==> config.mk <==
export PLATFORM = sky130hd
export DESIGN_NAME = lfu_replacement_store_core
export DESIGN_NICKNAME = d
export VERILOG_FILES = /design/src/rtl/core/lrs_pkg.sv /design/src/rtl/core/lfu_replacement_store_core.sv /design/src/rtl/core/lrs_ctrl.sv /design/src/rtl/core/lrs_datapath.sv
export SDC_FILE = /design/constraint.sdc
export NUM_CORES = 2
export LEC_CHECK = 0
export ABC_AREA = 1
export BUFFER_PORTS_ARGS = -buffer_cell sky130_fd_sc_hd__clkbuf_2
export CORE_MARGIN = 4
export CORE_UTILIZATION = 40
export CTS_BUF_LIST = sky130_fd_sc_hd__clkbuf_8 sky130_fd_sc_hd__clkbuf_16
export CTS_CLUSTER_SIZE = 30
export DETAILED_ROUTE_END_ITERATION = 8
export GPL_TIMING_DRIVEN = 0
export PLACE_DENSITY_LB_ADDON = 0.1
export SLEW_MARGIN = 20
export SYNTH_ARGS = -nofsm -noshare
export SYNTH_HDL_FRONTEND = slang
export SYNTH_HIERARCHICAL = 1
export SYNTH_SLANG_ARGS = --single-unit
==> constraint.sdc <==
create_clock -name clk -period 8.1 [get_ports clk]
set_input_delay 0.81 -clock clk [delete_from_list [all_inputs] [get_ports clk]]
set_output_delay 0.81 -clock clk [all_outputs]
set_load 0.005 [all_outputs]
==> src/rtl/core/lrs_pkg.sv <==
// Shared types and constants for the LFU replacement store.
package lrs_pkg;

  localparam int DEPTH_DEF       = 16;
  localparam int COUNT_WIDTH_DEF = 16;
  localparam int VALUE_W         = 32;
  localparam int CAP_W           = 5;
  localparam int SLOT_W          = 4;
  localparam int USE_W           = 16;
  localparam logic [CAP_W-1:0] CAP_RESET = CAP_W'(16);

  // Commands from the controller to the datapath.
  typedef struct packed {
    logic load;
    logic commit_hit;
    logic commit_insert;
    logic commit_evict;
    logic mask_init;
    logic mask_step;
  } lrs_cmd_t;

  // Status from the datapath back to the controller.
  typedef struct packed {
    logic hit_any;
    logic full;
    logic bit_last;
  } lrs_status_t;

endpackage

==> src/rtl/core/lfu_replacement_store_core.sv <==
// Top level of the LFU replacement store: controller, datapath and config port.
//
//   channel  direction  handshake              payload
//   in       input      in_valid / in_ready    item_value
//   out      output     out_valid / out_ready  hit, slot, use_count, evicted, evicted_value
//   cfg      input      cfg_valid / cfg_ready  cfg_data (capacity)
//
// A hit, or a miss while the store has room, is registered on acceptance and committed
// from DECIDE. A miss on a full store first runs the bit-serial search for the lowest
// use count, which visits one count bit per cycle, and then commits from EVICT.
// Reset is one cycle of rst; no clearing pass, since only filled slots are read.
// The result sits in an output register, so a new transaction is accepted while a
// result waits; a later result holds its commit until that register is taken.
module lfu_replacement_store_core #(
  parameter int DEPTH       = lrs_pkg::DEPTH_DEF,
  parameter int COUNT_WIDTH = lrs_pkg::COUNT_WIDTH_DEF
) (
  input  logic                               clk,
  input  logic                               rst,
  input  logic                               in_valid,
  output logic                               in_ready,
  input  logic signed [lrs_pkg::VALUE_W-1:0] item_value,
  output logic                               out_valid,
  input  logic                               out_ready,
  output logic                               hit,
  output logic        [lrs_pkg::SLOT_W-1:0]  slot,
  output logic        [lrs_pkg::USE_W-1:0]   use_count,
  output logic                               evicted,
  output logic signed [lrs_pkg::VALUE_W-1:0] evicted_value,
  input  logic                               cfg_valid,
  output logic                               cfg_ready,
  input  logic        [lrs_pkg::CAP_W-1:0]   cfg_data
);
  import lrs_pkg::*;

  lrs_cmd_t    cmd;
  lrs_status_t status;

  // The capacity register takes a write in any cycle; the user makes writes only while
  // no transaction is in flight, as the block itself does not enforce this.
  assign cfg_ready = 1'b1;

  lrs_ctrl u_ctrl (
    .clk       (clk),
    .rst       (rst),
    .in_valid  (in_valid),
    .in_ready  (in_ready),
    .out_valid (out_valid),
    .out_ready (out_ready),
    .status    (status),
    .cmd       (cmd)
  );

  // The datapath holds the entry cells, whose parallel comparators find a hit
  // in the cycle the transaction is accepted.
  lrs_datapath #(
    .DEPTH       (DEPTH),
    .COUNT_WIDTH (COUNT_WIDTH)
  ) u_datapath (
    .clk           (clk),
    .rst           (rst),
    .cfg_wr        (cfg_valid && cfg_ready),
    .cfg_data      (cfg_data),
    .in_item       (item_value),
    .cmd           (cmd),
    .status        (status),
    .hit           (hit),
    .slot          (slot),
    .use_count     (use_count),
    .evicted       (evicted),
    .evicted_value (evicted_value)
  );

endmodule

==> src/rtl/core/lrs_ctrl.sv <==
// Sequencing state machine of the LFU replacement store.
module lrs_ctrl (
  input  logic                clk,
  input  logic                rst,
  input  logic                in_valid,
  output logic                in_ready,
  output logic                out_valid,
  input  logic                out_ready,
  input  lrs_pkg::lrs_status_t status,
  output lrs_pkg::lrs_cmd_t    cmd
);
  import lrs_pkg::*;

  typedef enum logic [1:0] {
    IDLE,
    DECIDE,
    MIN_STEP,
    EVICT
  } state_t;

  state_t state;
  logic   out_free;
  logic   commit;

  assign in_ready = (state == IDLE);
  assign out_free = !out_valid || out_ready;
  assign commit   = cmd.commit_hit || cmd.commit_insert || cmd.commit_evict;

  always_comb begin
    cmd = '0;
    unique case (state)
      IDLE: begin
        cmd.load = in_valid;
      end
      DECIDE: begin
        if (status.hit_any) begin
          cmd.commit_hit = out_free;
        end else if (!status.full) begin
          cmd.commit_insert = out_free;
        end else begin
          cmd.mask_init = 1'b1;
        end
      end
      MIN_STEP: begin
        cmd.mask_step = 1'b1;
      end
      EVICT: begin
        cmd.commit_evict = out_free;
      end
      default: begin
        cmd = '0;
      end
    endcase
  end

  always_ff @(posedge clk) begin
    if (rst) begin
      state     <= IDLE;
      out_valid <= 1'b0;
    end else begin
      if (commit) begin
        out_valid <= 1'b1;
      end else if (out_valid && out_ready) begin
        out_valid <= 1'b0;
      end
      unique case (state)
        IDLE: begin
          if (in_valid) begin
            state <= DECIDE;
          end
        end
        DECIDE: begin
          if (cmd.mask_init) begin
            state <= MIN_STEP;
          end else if (commit) begin
            state <= IDLE;
          end
        end
        MIN_STEP: begin
          if (status.bit_last) begin
            state <= EVICT;
          end
        end
        EVICT: begin
          if (commit) begin
            state <= IDLE;
          end
        end
        default: begin
          state <= IDLE;
        end
      endcase
    end
  end

  // A result may only be written when the output register is free.
  a_commit_free: assert property (@(posedge clk) disable iff (rst)
    commit |-> out_free)
    else $error("result committed over a pending result");

  // Every commit presents a result in the following cycle.
  a_commit_shows: assert property (@(posedge clk) disable iff (rst)
    commit |=> out_valid)
    else $error("committed result not presented");

endmodule

==> src/rtl/core/lrs_datapath.sv <==
// Entry cells, match logic, bit-serial minimum search and result register.
module lrs_datapath #(
  parameter int DEPTH       = lrs_pkg::DEPTH_DEF,
  parameter int COUNT_WIDTH = lrs_pkg::COUNT_WIDTH_DEF
) (
  input  logic                                 clk,
  input  logic                                 rst,
  input  logic                                 cfg_wr,
  input  logic        [lrs_pkg::CAP_W-1:0]     cfg_data,
  input  logic signed [lrs_pkg::VALUE_W-1:0]   in_item,
  input  lrs_pkg::lrs_cmd_t                    cmd,
  output lrs_pkg::lrs_status_t                 status,
  output logic                                 hit,
  output logic        [lrs_pkg::SLOT_W-1:0]    slot,
  output logic        [lrs_pkg::USE_W-1:0]     use_count,
  output logic                                 evicted,
  output logic signed [lrs_pkg::VALUE_W-1:0]   evicted_value
);
  import lrs_pkg::*;

  localparam int FILL_W = $clog2(DEPTH + 1);
  localparam int IDX_W  = $clog2(DEPTH);
  localparam int BIT_W  = $clog2(COUNT_WIDTH);
  localparam int CMP_W  = (FILL_W > CAP_W) ? FILL_W : CAP_W;
  localparam logic [COUNT_WIDTH-1:0] COUNT_MAX = {COUNT_WIDTH{1'b1}};

  logic signed [VALUE_W-1:0]     values [DEPTH];
  logic        [COUNT_WIDTH-1:0] counts [DEPTH];
  logic signed [VALUE_W-1:0]     item;
  logic        [DEPTH-1:0]       match_vec;
  logic        [DEPTH-1:0]       cand;
  logic        [BIT_W-1:0]       bitpos;
  logic        [FILL_W-1:0]      fill;
  logic        [CAP_W-1:0]       cap;

  logic [CMP_W-1:0]       eff_cap;
  logic [CMP_W-1:0]       fill_clamp;
  logic [DEPTH-1:0]       valid_c;
  logic [DEPTH-1:0]       valid_r;
  logic [DEPTH-1:0]       match_c;
  logic [DEPTH-1:0]       zeros;
  logic [DEPTH-1:0]       hit_oh;
  logic [DEPTH-1:0]       low_oh;
  logic [DEPTH-1:0]       low_le;
  logic [IDX_W-1:0]       hit_idx;
  logic [COUNT_WIDTH-1:0] cnt_sel;
  logic [COUNT_WIDTH-1:0] inc_val;
  logic [VALUE_W-1:0]     ev_sel;

  always_comb begin
    if (CMP_W'(cap) == '0) begin
      eff_cap = CMP_W'(1);
    end else if (CMP_W'(cap) > CMP_W'(DEPTH)) begin
      eff_cap = CMP_W'(DEPTH);
    end else begin
      eff_cap = CMP_W'(cap);
    end
    fill_clamp = (CMP_W'(fill) > eff_cap) ? eff_cap : CMP_W'(fill);
  end

  // Each cell compares against the incoming value in parallel.
  always_comb begin
    for (int i = 0; i < DEPTH; i++) begin
      valid_c[i] = CMP_W'(i) < fill_clamp;
      valid_r[i] = CMP_W'(i) < CMP_W'(fill);
      match_c[i] = valid_c[i] && (values[i] == in_item);
      zeros[i]   = cand[i] && !counts[i][bitpos];
    end
  end

  assign hit_oh = match_vec & (~match_vec + DEPTH'(1));
  assign low_oh = cand & (~cand + DEPTH'(1));
  assign low_le = low_oh | (low_oh - DEPTH'(1));

  always_comb begin
    hit_idx = '0;
    cnt_sel = '0;
    ev_sel  = '0;
    for (int i = 0; i < DEPTH; i++) begin
      if (hit_oh[i]) begin
        hit_idx = hit_idx | IDX_W'(i);
        cnt_sel = cnt_sel | counts[i];
      end
      if (low_oh[i]) begin
        ev_sel = ev_sel | values[i];
      end
    end
    inc_val = (cnt_sel == COUNT_MAX) ? cnt_sel : cnt_sel + COUNT_WIDTH'(1);
  end

  assign status.hit_any  = |match_vec;
  assign status.full     = CMP_W'(fill) >= eff_cap;
  assign status.bit_last = (bitpos == '0);

  always_ff @(posedge clk) begin
    if (rst) begin
      fill <= '0;
      cap  <= CAP_RESET;
    end else begin
      if (cfg_wr) begin
        cap <= cfg_data;
      end
      if (cmd.load) begin
        fill <= FILL_W'(fill_clamp);
      end else if (cmd.commit_insert) begin
        fill <= fill + FILL_W'(1);
      end
    end
  end

  always_ff @(posedge clk) begin
    if (cmd.load) begin
      item      <= in_item;
      match_vec <= match_c;
    end
    if (cmd.mask_init) begin
      cand   <= valid_r;
      bitpos <= BIT_W'(COUNT_WIDTH - 1);
    end
    if (cmd.mask_step) begin
      if (|zeros) begin
        cand <= zeros;
      end
      bitpos <= bitpos - BIT_W'(1);
    end
    if (cmd.commit_hit) begin
      for (int i = 0; i < DEPTH; i++) begin
        if (hit_oh[i]) begin
          counts[i] <= inc_val;
        end
      end
      hit           <= 1'b1;
      slot          <= SLOT_W'(hit_idx);
      use_count     <= USE_W'(inc_val);
      evicted       <= 1'b0;
      evicted_value <= '0;
    end
    if (cmd.commit_insert || cmd.commit_evict) begin
      for (int i = 1; i < DEPTH; i++) begin
        if (cmd.commit_insert || low_le[i]) begin
          values[i] <= values[i-1];
          counts[i] <= counts[i-1];
        end
      end
      values[0]     <= item;
      counts[0]     <= COUNT_WIDTH'(1);
      hit           <= 1'b0;
      slot          <= '0;
      use_count     <= USE_W'(1);
      evicted       <= cmd.commit_evict;
      evicted_value <= cmd.commit_evict ? ev_sel : '0;
    end
  end

  // Stored values are unique, so a hit names exactly one cell.
  a_hit_single: assert property (@(posedge clk) disable iff (rst)
    cmd.commit_hit |-> $onehot(match_vec))
    else $error("hit on more than one entry");

  // The minimum search never loses all of its candidates.
  a_cand_live: assert property (@(posedge clk) disable iff (rst)
    cmd.mask_step |-> (|cand))
    else $error("minimum search has no candidate");

  a_fill_bound: assert property (@(posedge clk) disable iff (rst)
    fill <= FILL_W'(DEPTH))
    else $error("fill count beyond built depth");

endmodule
# Yosys cells after proc, flatten, opt, wreduce, memory -nomap -nowiden
# Memories as Yosys holds them, arrays and structs flattened.
# Cells that the tools add are included.
# op_classes
div	0
n_reduce_logical	79
n_addsub	6
multipliers	0
bitwise_logic	51
magnitude_cmp	36
shifts	0
eq_ne	22
muxes	223
# ops
operator	count
two-way mux 32 bit	19
two-way mux 16 bit	36
equality test 32 bit	16
OR 32 bit	15
OR 16 bit	16
two-way mux 1 bit	125
less-than comparator 4 x 5 -> 1 bit, first input constant	16
binary-select mux 1 bit (select 4 bit)	16
adder 16 x 1 -> 16 bit, second input constant	3
less-than comparator 3 x 5 -> 1 bit, first input constant	8
two-way mux 4 bit	10
logical AND 1 bit	33
AND 16 bit	2
inverter 16 bit	2
OR reduction 16 bit	2
two-way mux 5 bit	5
less-than comparator 1 x 5 -> 1 bit, first input constant	4
less-than comparator 2 x 5 -> 1 bit, first input constant	4
logical OR 1 bit	19
logical NOT 1 bit	17
equality test 16 bit, second input constant	1
OR 1 bit	16
subtractor 16 x 1 -> 16 bit, second input constant	1
two-way mux 2 bit	7
other kinds (16)	24
# word_totals
out_inout_bits	57
input_bits	42
ram_bits	768
romBits	0
latch_bits	0
word_cells	432
ff_bits	135
memories	2
# mem_list
memory	words	word_bits	rd	rd_clocked_by_memory_dff	wr	line	text
u_datapath.values	16	32	16	0	16	lrs_datapath.sv:27	logic signed [VALUE_W-1:0] values [DEPTH];
u_datapath.counts	16	16	16	0	16	lrs_datapath.sv:28	logic [COUNT_WIDTH-1:0] counts [DEPTH];

# Depth between registers and ports, before layout
# logic_depth
ltp_word	37
mapped_depth	22
ltp_nobuf	20

# Hierarchy
# Netlist, hierarchy kept.
# by_module_without_submodules
module	cells_per_inst	n_inst	area_per_inst_um2	seq_area_each_um2
lrs_datapath	4903	1	46686.0	26395.3
lrs_ctrl	37	1	214.0	60.1
lfu_replacement_store_core	2	1	11.3	0.0

# Least setup slack after synthesis
# No wires, ideal clock.
# synth_path
path_kind	register -> register
startpoint	register u_datapath.cap[0]
endpoint	memory u_datapath/counts[0][62] in the netlist's numbering, data pin
t_required_ns	7.784
period_less_slack_ns	5.491
slack_ns	2.609
path_stages_with_launch	21
setup_time_ns	0.316
n_path_buf	3
t_arrival_ns	5.176
cell_sequence	dfxtp_1 nor4_1 nor2_1 inv_1 nand2_1 ha_1 nand2_1 nor2_1 nand2_1 o2111ai_1 a21oi_1 nand2_2 inv_1 clkbuf_1 nor2_1 inv_1 clkbuf_1 o21ai_1 inv_1 clkbuf_1 o21ai_0
# synth_lines
element	line	text
start: declaration	lrs_datapath.sv:34	logic [CAP_W-1:0] cap;
start signal: assignment	lrs_datapath.sv:101	cap <= cfg_data;
end: declaration	lrs_datapath.sv:28	

==> reports/metrics.csv <==
stage;metric;value;unit
outcome;status;finished, final reports clean;
sta;finClkSkew;34.9;ps
drt;wirelength;229000;microns
pwr;clkPwrFrac;0.426;
logic_synthesis;synth_commonest_cells;nand2_1 (1022), edfxtp_1 (837), inv_1 (423), nand3_1 (400), o21ai_0 (387);
critical_path;path_class;reg -> reg;
drt;first_pass_iters;7;
pwr;switchingPower;3190;uW
logic_synthesis;synthTopCellsByArea;edfxtp_1 (54%), nand2_1 (8.2%), xnor2_1 (4.8%);
floorplanning;die_x;350;microns
clock_tree;clk_latency;720;ps
worst_hold_path;holdPathStages;1;
global_routing;first_global_vias;39300;
logic_synthesis;synthesis.instances;4942;
clock_tree;cts_root_buf;clkbuf_16;
pwr;powerDensity;215;nW/um^2
sta;post-route-period-util;0.714;
pwr;seqPwrFrac;0.457;
pwr;vdd_drop_max;0.156;mV
clock_tree;cts_max_level;3;
sta;period_minus_slack;5790;ps
clock_tree;cts_resized;0;
logic_synthesis;async_flop_share;0;
logic_synthesis;syn_area;46900;sq um
clock_tree;cts_made_buffers;104;
drt;first_iter_violations;5676;
pwr;power_leakage;0.0199;uW
floorplanning;fp-row-count;125;
cells_and_area;nNetsFinal;5230;
global_routing;grt_max_degree;42;
sta;whs;279;ps
cells_and_area;stdcell_count;6792;
critical_path;cp-end-kind;register;
logic_synthesis;synthFlopType;edfxtp_1;
clock_tree;cts_max_path_buffers;3;
logic_synthesis;synth_seq_cells;903;
logic_synthesis;synth_area_per_cell;9.49;sq um
place;place_inst;6598;
cells_and_area;fin_util;0.460;
floorplanning;die-area;123000;sq um
drt;avgViaCountPerCell;6.06;
sta;maxSlewViolCount;0;
pwr;p_int;8350;uW
clock_tree;cts_setup_buffers;0;
logic_synthesis;synth.distinct_cells;56;
cells_and_area;n_fill_cell;11400;
floorplanning;dieHeight;350;microns
logic_synthesis;synth_edf_count;837;
critical_path;crit_fanout;38;
place;hpwl;178000;microns
logic_synthesis;synth-warning-count;6;
sta;maxSlewHeadroom;0.124;
logic_synthesis;synth_top_area_share;0.536;
sta;setup_viol;0;
global_routing;grt_use_total;0.365;
global_routing;grt_pass1_wl;311000;microns
place;io_buffers;97;
floorplanning;coreArea;116000;sq um
pwr;p_sw_frac;0.276;
clock_tree;postCtsHoldBufs;0;
drt;drc;0;
critical_path;crit_required;8520;ps
clock_tree;path_clk_slew;60;ps
clock_tree;cts_tree;yes;
critical_path;cp-start-kind;register;
cells_and_area;synthToLayoutAreaGrowth;14.1;%
job;cap_violations;0;
place;globalplace.congestion;1.00;
global_routing;grt_antenna_before_repair;4;
pwr;p_comb_frac;0.117;
sta;max_slew.worst_pin.slew;1310;ps
floorplanning;start_util;0.403;
worst_hold_path;hold_class;in -> reg;
global_routing;overflow;0;
logic_synthesis;yosysMostFrequentCell;nand2_1;
cells_and_area;layout-drive-gt1-share;0.0875;
floorplanning;ios;99;
critical_path;ff2ff_path_depth;17;
logic_synthesis;synth_nets;4992;
sta;hold_viol;0;
sta;fmax;0.173;GHz
drt;drt-wirelength-per-cell;33.7;microns
sta;setup-tns-final;0;ps
critical_path;cp.arrival;6200;ps
drt;postRouteAntennaNets;0;
logic_synthesis;yosys.area.top_type;edfxtp_1;
logic_synthesis;ys_seq_area_frac;0.564;
clock_tree;clock_sinks;903;
sta;rsz0062_at_grt;no;
drt;num_vias;41100;
==> sequential cells by signal, summed over array words and instances (netlist names) <==
register                  flops
u_ctrl/out_valid              1
u_ctrl/state                  2
u_datapath/bitpos             4
u_datapath/cand              16
u_datapath/cap                5
u_datapath/counts           256
u_datapath/evicted            1
u_datapath/evicted_value     32
u_datapath/fill               5
u_datapath/hit                1
u_datapath/item              32
u_datapath/match_vec         16
u_datapath/slot               4
u_datapath/use_count         16
u_datapath/values           512
==> per-stage QoR <==
stage	instance area (sq um)	total power (uW)	setup slack [ps]
after floorplan	46900	6020	2610
after global placement	49300	6660	-2000
after detailed placement	50000	6680	2310
after CTS	53500	11600	2310
after global routing	53500	11900	2110
final	53500	11500	2310
==> logic make-up (layout without fill, tap and decap cells) <==
group | Yosys count | in the layout | share of synthesized area
buf+inv | 717 | 1042 | 0.0596
other cells | 1 | 2 | 0.0000799
simple gates | 2108 | 2108 | 0.200
flops | 903 | 903 | 0.564
compound gates | 802 | 802 | 0.0991
fa+ha+maj | 8 | 8 | 0.00213
xor+xnor | 403 | 403 | 0.0752
==> critical path, stage by stage (launching register included) <==
cell and delay, ps:
edfxtp_1 530, nor2_4 290, nand2_2 160, nor2_4 330
buf_4 290, nand3_1 190, nor2_2 160, nand2_2 80
inv_1 60, clkbuf_1 600, nor2_1 280, inv_1 200
clkbuf_4 310, buf_16 240, o21ai_1 430, inv_1 420
clkbuf_2 550, buf_12 260
==> power by group through the flow <==
stage	sequential, uW	combinational (uW)	clock [uW]
2_1_floorplan	5340	681	0
4_1_cts	5270	1320	4980
6_report	5270	1350	4910
5_1_grt	5280	1420	5170
3_3_place_gp	5370	1300	0
3_5_place_dp	5360	1320	0
==> per-layer routing <==
metal	track usage	wire [microns]	up-vias
met1	0.451	85700	20400
met2	0.593	105000	2418
met5	0	41	-
li1	-	-	17700
met4	0.236	18100	2
met3	0.0625	19500	615
==> final timing paths <==
| kind | startpoint | endpoint | slack (ps) |
|---|---|---|---|
| worst max-delay path | u_datapath/match_vec[1]$_DFFE_PP_ | u_datapath/values[0][98]$_DFFE_PP_ | 2310 |
| worst min-delay path | item_value[2] | u_datapath/item[2]$_DFFE_PP_ | 280 |
| worst min register to register | u_datapath/item[7]$_DFFE_PP_ | u_datapath/values[0][7]$_DFFE_PN_ | 420 |
| worst max register to register | u_datapath/match_vec[1]$_DFFE_PP_ | u_datapath/values[0][98]$_DFFE_PP_ | 2310 |
==> cells in the final DEF (no fill, tap or decap), drive strengths merged, types with 2 or more instances in the layout <==
| cell type | synthesis | routed |
|---|---|---|
| a31oi | 34 | 34 |
| bufinv | 0 | 11 |
| o221ai | 11 | 11 |
| buf | 74 | 109 |
| a21boi | 2 | 2 |
| nand2 | 1033 | 1033 |
| edfxtp | 837 | 837 |
| nor4 | 61 | 61 |
| a22o | 6 | 6 |
| a221oi | 14 | 14 |
| a22oi | 3 | 3 |
| o22ai | 34 | 34 |
| ha | 8 | 8 |
| nand3 | 411 | 411 |
| a41oi | 2 | 2 |
| a211oi | 9 | 9 |
| o21ai | 417 | 417 |
| dfxtp | 66 | 66 |
| nand3b | 8 | 8 |
| xnor2 | 259 | 259 |
| clkinv | 9 | 46 |
| or2 | 19 | 19 |
| nand4 | 169 | 169 |
| o211ai | 65 | 65 |
| a21oi | 145 | 145 |
| clkbuf | 202 | 413 |
| o2111ai | 51 | 51 |
| xor2 | 144 | 144 |
| inv | 432 | 460 |
| o21bai | 2 | 2 |
| clkinvlp | 0 | 3 |
| a2111oi | 2 | 2 |
| nor3 | 37 | 37 |
| nor2 | 368 | 368 |
==> cell type report <==
cell class | count | area [sq um] | area share
repair buffers | 132 | 1050 | 0.0197
multi-input cells | 3322 | 17800 | 0.332
flip-flops and latches | 903 | 26500 | 0.494
inverters | 441 | 1660 | 0.0309
plain buffers | 276 | 1180 | 0.0221
clock buffers | 114 | 2790 | 0.0520
clock inverters | 79 | 728 | 0.0136
well taps | 1524 | 1910 | 0.0356
diodes | 1 | 2.50 | 0.0000467
No activity file was read; power rests on OpenSTA's default activity.
